File: config.mk
export PLATFORM = sky130hd
export DESIGN_NAME = dsms_ctrl
export DESIGN_NICKNAME = d
export VERILOG_FILES = /design/src/sv/dead_slot_membership_scan_top_macros.svh /design/src/sv/dsms_pkg.sv /design/src/sv/dsms_ctrl.sv
export SDC_FILE = /design/constraint.sdc
export NUM_CORES = 1
export LEC_CHECK = 0
export BUFFER_PORTS_ARGS = -buffer_cell sky130_fd_sc_hd__buf_2
export CAP_MARGIN = 20
export CORE_AREA = 2 2 39 41
export CTS_CLUSTER_DIAMETER = 80
export DETAILED_ROUTE_END_ITERATION = 16
export DIE_AREA = 0 0 41 43
export GPL_ROUTABILITY_DRIVEN = 0
export PLACE_DENSITY_LB_ADDON = 0.08
export SYNTH_ARGS = -nofsm -noshare
export SYNTH_HDL_FRONTEND = slang
export SYNTH_SLANG_ARGS = --single-unit
File: constraint.sdc
create_clock -name i_clk -period 2.7 [get_ports i_clk]
set_input_delay 0.27 -clock i_clk [delete_from_list [all_inputs] [get_ports i_clk]]
set_output_delay 0.27 -clock i_clk [all_outputs]
set_load 0.05 [all_outputs]
File: src/sv/dead_slot_membership_scan_top_macros.svh
// Assertion macros for the dead slot membership scan block.
// Taken in by the top level; needs nothing else.
`ifndef DEAD_SLOT_MEMBERSHIP_SCAN_TOP_MACROS_SVH
`define DEAD_SLOT_MEMBERSHIP_SCAN_TOP_MACROS_SVH

`ifndef ASSERT_OFF
// Condition must hold in the same cycle as the trigger.
`define DSMS_ASSERT_SAME(label, clk, rst_n, trig, cond) \
    label: assert property (@(posedge clk) disable iff (!(rst_n)) (trig) |-> (cond)) \
        else $error("dsms: same-cycle check failed");
// Condition must hold in the cycle after the trigger.
`define DSMS_ASSERT_NEXT(label, clk, rst_n, trig, cond) \
    label: assert property (@(posedge clk) disable iff (!(rst_n)) (trig) |=> (cond)) \
        else $error("dsms: next-cycle check failed");
`else
`define DSMS_ASSERT_SAME(label, clk, rst_n, trig, cond)
`define DSMS_ASSERT_NEXT(label, clk, rst_n, trig, cond)
`endif

`endif

File: src/sv/dsms_pkg.sv
// Shared types and constants for the dead slot membership scan block.
// Used by the interfaces, the controller, the datapath and the top level.
package dsms_pkg;

    // Default sizes of the live store and of the slot table.
    localparam int LIVE_DEPTH_DEF = 128;
    localparam int SLOT_DEPTH_DEF = 1024;

    // Fixed field widths of the words on the channels.
    localparam int KEY_W       = 64;
    localparam int MODE_W      = 2;
    localparam int SLOT_OUT_W  = 10;
    localparam int COUNT_OUT_W = 11;

    // Key value that marks an empty slot, and the tombstone after reset.
    localparam logic [KEY_W-1:0] EMPTY_KEY  = '0;
    localparam logic [KEY_W-1:0] TOMB_RESET = '1;

    // Item modes.
    typedef enum logic [MODE_W-1:0] {
        MODE_CLEAR  = 2'd0,
        MODE_ADD    = 2'd1,
        MODE_SCAN   = 2'd2,
        MODE_FINISH = 2'd3
    } t_mode;

    // Result kinds.
    localparam logic KIND_DEAD  = 1'b0;
    localparam logic KIND_TOTAL = 1'b1;

    // Controller states.
    typedef enum logic [1:0] {
        S_IDLE,
        S_SEARCH,
        S_EMIT
    } t_state;

    // Commands from the controller to the datapath.
    typedef struct packed {
        logic load;          // an input word is accepted this cycle
        logic clear;         // start a new batch
        logic add;           // append a live key
        logic scan;          // count one table slot
        logic search_start;  // rewind the live store read pointer
        logic search;        // step the live store search
        logic dead_inc;      // count one dead slot
        logic load_kind;     // latch the kind of the pending result
        logic kind;          // kind to latch
        logic emit;          // load the output register
    } t_cmd;

    // Status from the datapath to the controller.
    typedef struct packed {
        logic slot_full;   // slot counter has reached the table size
        logic key_occ;     // incoming key is neither empty nor tombstone
        logic live_empty;  // no live keys stored
        logic hit;         // search found the key
        logic miss;        // search went through every entry without a match
        logic out_free;    // output register can take a word this cycle
    } t_status;

endpackage

File: src/sv/dsms_ctrl.sv
// Controller state machine: decodes accepted words and sequences search and result.
// Depends on dsms_pkg for the state, mode, command and status types.
module dsms_ctrl import dsms_pkg::*; (
    input  logic              i_clk,
    input  logic              i_rst_n,
    input  logic              i_in_valid,
    input  logic [MODE_W-1:0] i_mode,
    input  t_status           i_status,
    output logic              o_in_ready,
    output t_cmd              o_cmd
);

    t_state r_state;
    t_state n_state;
    logic   accept;

    assign o_in_ready = (r_state == S_IDLE);
    assign accept     = i_in_valid && o_in_ready;

    // State register.
    always_ff @(posedge i_clk) begin
        if (!i_rst_n) begin
            r_state <= S_IDLE;
        end else begin
            r_state <= n_state;
        end
    end

    // Next state and commands.
    always_comb begin
        n_state = r_state;
        o_cmd   = '0;
        unique case (r_state)
            S_IDLE: begin
                if (accept) begin
                    o_cmd.load = 1'b1;
                    unique case (t_mode'(i_mode))
                        MODE_CLEAR: begin
                            o_cmd.clear = 1'b1;
                        end
                        MODE_ADD: begin
                            o_cmd.add = 1'b1;
                        end
                        MODE_SCAN: begin
                            o_cmd.scan = 1'b1;
                            if (!i_status.slot_full && i_status.key_occ) begin
                                if (i_status.live_empty) begin
                                    o_cmd.dead_inc  = 1'b1;
                                    o_cmd.load_kind = 1'b1;
                                    o_cmd.kind      = KIND_DEAD;
                                    n_state         = S_EMIT;
                                end else begin
                                    o_cmd.search_start = 1'b1;
                                    n_state            = S_SEARCH;
                                end
                            end
                        end
                        MODE_FINISH: begin
                            o_cmd.load_kind = 1'b1;
                            o_cmd.kind      = KIND_TOTAL;
                            n_state         = S_EMIT;
                        end
                        default: begin
                            n_state = S_IDLE;
                        end
                    endcase
                end
            end
            S_SEARCH: begin
                o_cmd.search = 1'b1;
                if (i_status.hit) begin
                    n_state = S_IDLE;
                end else if (i_status.miss) begin
                    o_cmd.dead_inc  = 1'b1;
                    o_cmd.load_kind = 1'b1;
                    o_cmd.kind      = KIND_DEAD;
                    n_state         = S_EMIT;
                end
            end
            S_EMIT: begin
                if (i_status.out_free) begin
                    o_cmd.emit = 1'b1;
                    n_state    = S_IDLE;
                end
            end
            default: begin
                n_state = S_IDLE;
            end
        endcase
    end

endmodule

==> flow_summary.json <==
{
  "whs_endpoint": "r_state[0]",
  "clk_pin_slew_worst_paths_ps": 30,
  "rsz0062_at_grt": "false",
  "antennaDiodeCount": 0,
  "syn_nets": 37,
  "finalCritPeriodShare": 0.6137,
  "skew_ps": 2.728,
  "final_cell_mix": "21 x buf_2, 3 x nor2_1, 3 x inv_1, 3 x nand2_1, 3 x clkbuf_4",
  "status": "complete, no violations",
  "die_h_um": 43,
  "initial_core_util": 0.1573,
  "htreeDepth": 1,
  "fin_cells": 66,
  "critical-path-max-stage-delay_ps": 330,
  "area_delta_synth_final_pct": 67.82,
  "reg_top3": "r_state (2)",
  "grt_pass1_wl_um": 897,
  "synthDistinctLibCells": 18,
  "num_rows": 14,
  "synthesis.area_um2": 217.7,
  "p_leak_nw": 0.1955,
  "critPathMaxFanout": 6,
  "overflow": 0,
  "peakVddDrop_uv": 179.5,
  "hold_depth": 2,
  "finalHoldViolCount": 0,
  "maxCapViolCount": 0,
  "critical-path-top-delay-family": "simple AND/OR/NAND/NOR gates",
  "insertion_delay_ps": 220,
  "r2r_slack_ps": 1620,
  "min_path_type": "in2reg",
  "p_comb_frac": 0.342,
  "ys_seq_area_frac": 0.1839,
  "critical_path_buf_inv_count": 1,
  "relSlewSlack": 0.8348,
  "syn_inst": 26,
  "crit_arrival_ps": 1390,
  "startpoint": "r_state[1]",
  "rr_worst_depth": 3,
  "core-area_um2": 1384,
  "antenna_found_initial": 0,
  "fmaxAchievable_ghz": 0.6035,
  "slowest_stage": "dfxtp_1",
  "wl_um": 620,
  "p_int_uw": 95.09,
  "timing.rr.start": "r_state[1]",
  "reg2reg_to": "r_state[0]",
  "cp_data_required_time_ps": 2430,
  "power_density_nw_per_um2": 402.2,
  "drtPass1Iterations": 3,
  "cts_max_path_buffers": 2,
  "critPathCaptureType": "output port",
  "synth.avg_cell_area_um2": 8.373,
  "seqPwrFrac": 0.214,
  "layout_min_cycle_time_ps": 1657,
  "p_clk_frac": 0.444,
  "fin_area_um2": 365.4,
  "p_sw_frac": 0.3529,
  "drt_iter0_drc": 3,
  "hpwl_um": 525.3,
  "tns_ps": 0,
  "grt_max_degree": 7,
  "die_w_um": 41,
  "ant_nets": 0,
  "cts_num_sinks": 2,
  "dpl.cell_count": 63,
  "cts-buffers-inserted": 3,
  "cts_tree": "yes",
  "post-cts-setup-buffer-count": 0,
  "grt_pass1_vias": 235,
  "path_depth": 3,
  "synth_seq_cells": 2,
  "p_total_uw": 146.9,
  "yosysWarnings": 0,
  "worstSetupPathType": "reg2out",
  "slew_violations": 0,
  "hold_buffers": 0,
  "die_area_um2": 1763,
  "drcViolationCount": 0,
  "switchingPower_uw": 51.86,
  "start_kind": "flop",
  "layout_commonest_cell": "buf_2",
  "via_per_inst": 4.121,
  "grt_usage": 0.07615,
  "largest_register_ff_count": 2,
  "post_cts_resized": 0,
  "setup_viol": 0,
  "largest_register": "r_state",
  "wire_per_inst_um": 9.394,
  "min_from": "i_rst_n",
  "timing.hold.ws_ps": 280.1,
  "path_cells": "nand4bb_4 -> nor4_4 -> buf_2",
  "io_pins": 22,
  "layout-drive-gt1-share": 0.5800,
  "placedInstanceArea_um2": 342.8,
  "cts-root-buf": "clkbuf_4",
  "vias": 272,
  "final_nets": 63,
  "worstMarginPinSlew_ps": 249.5,
  "place.port_buffers": 21
}
cell type report:
| class | instances | area [µm²] |
|---|---|---|
| fillers | 166 | 1018 |
| clock buffers | 3 | 22.52 |
| well taps | 16 | 20.02 |
| multi-input cells | 21 | 166.4 |
| inverters | 3 | 11.26 |
| repair buffers | 21 | 105.1 |
| flip-flops and latches | 2 | 40.04 |
worst max-delay path by stage:
stage          slack, ps       end
6_report            1040  o_cmd[5]
5_1_grt              940  o_cmd[3]
4_1_cts             1020  o_cmd[5]
3_5_place_dp        1260  o_cmd[5]
3_3_place_gp        1270  o_cmd[3]
2_1_floorplan        150  o_cmd[7]
routing by layer:
layer / wire (µm) / global-route usage / vias up
met1: 263 / 0.08626 / 118
met2: 285 / 0.1031 / 13
met5: 0 / 0 / -
met4: 0 / 0.04000 / 0
li1: - / - / 141
met3: 71 / 0.05236 / 0
metrics by stage:
stage / setup slack (ps) / util
after global placement: 1273 / 0.2477
after CTS: 1020 / 0.2640
after global routing: 940.3 / 0.2640
after detailed placement: 1257 / 0.2477
after floorplan: 145.8 / -
final: 1043 / 0.2640
Yosys cell counts:
library cell	n	area (µm²)
and2b_2	1	8.760
inv_1	3	11.26
a31oi_1	1	6.260
nand2b_1	1	6.260
or3b_1	1	8.760
dfxtp_1	2	40.04
a21o_2	1	8.760
nor2_1	3	11.26
nand3b_1	1	7.510
nand2_1	3	11.26
nor3_1	2	10.01
nor2b_1	1	6.260
nor3b_1	1	7.510
o21a_1	1	7.510
and3b_2	1	10.01
nor4_4	1	21.27
nand4bb_4	1	27.53
o31ai_1	1	7.510
worst register-to-register path, delay by kind of cell, from the launching register on:
family / cells / cell delay (ps)
compound gates: 1 / 160
simple gates: 2 / 530
flops: 1 / 330
kinds of logic (layout without fill, tap and decap cells):
logic type      count (synthesis)  in the layout  share of synthesized area
compound gates                  4              4                     0.1380
buf+inv                         3             27                    0.05172
flops                           2              2                     0.1839
simple gates                   17             17                     0.6265
power groups by stage:
| stage | Combinational, mW | Sequential (mW) | Clock [mW] |
|---|---|---|---|
| after global routing | 0.0537 | 0.0316 | 0.0720 |
| after CTS | 0.0509 | 0.0315 | 0.0678 |
| after floorplan | 0.0332 | 0.0316 | 0 |
| after global placement | 0.0505 | 0.0318 | 0 |
| after detailed placement | 0.0508 | 0.0319 | 0 |
| final | 0.0503 | 0.0315 | 0.0652 |
(Power assumes the default switching activity.)
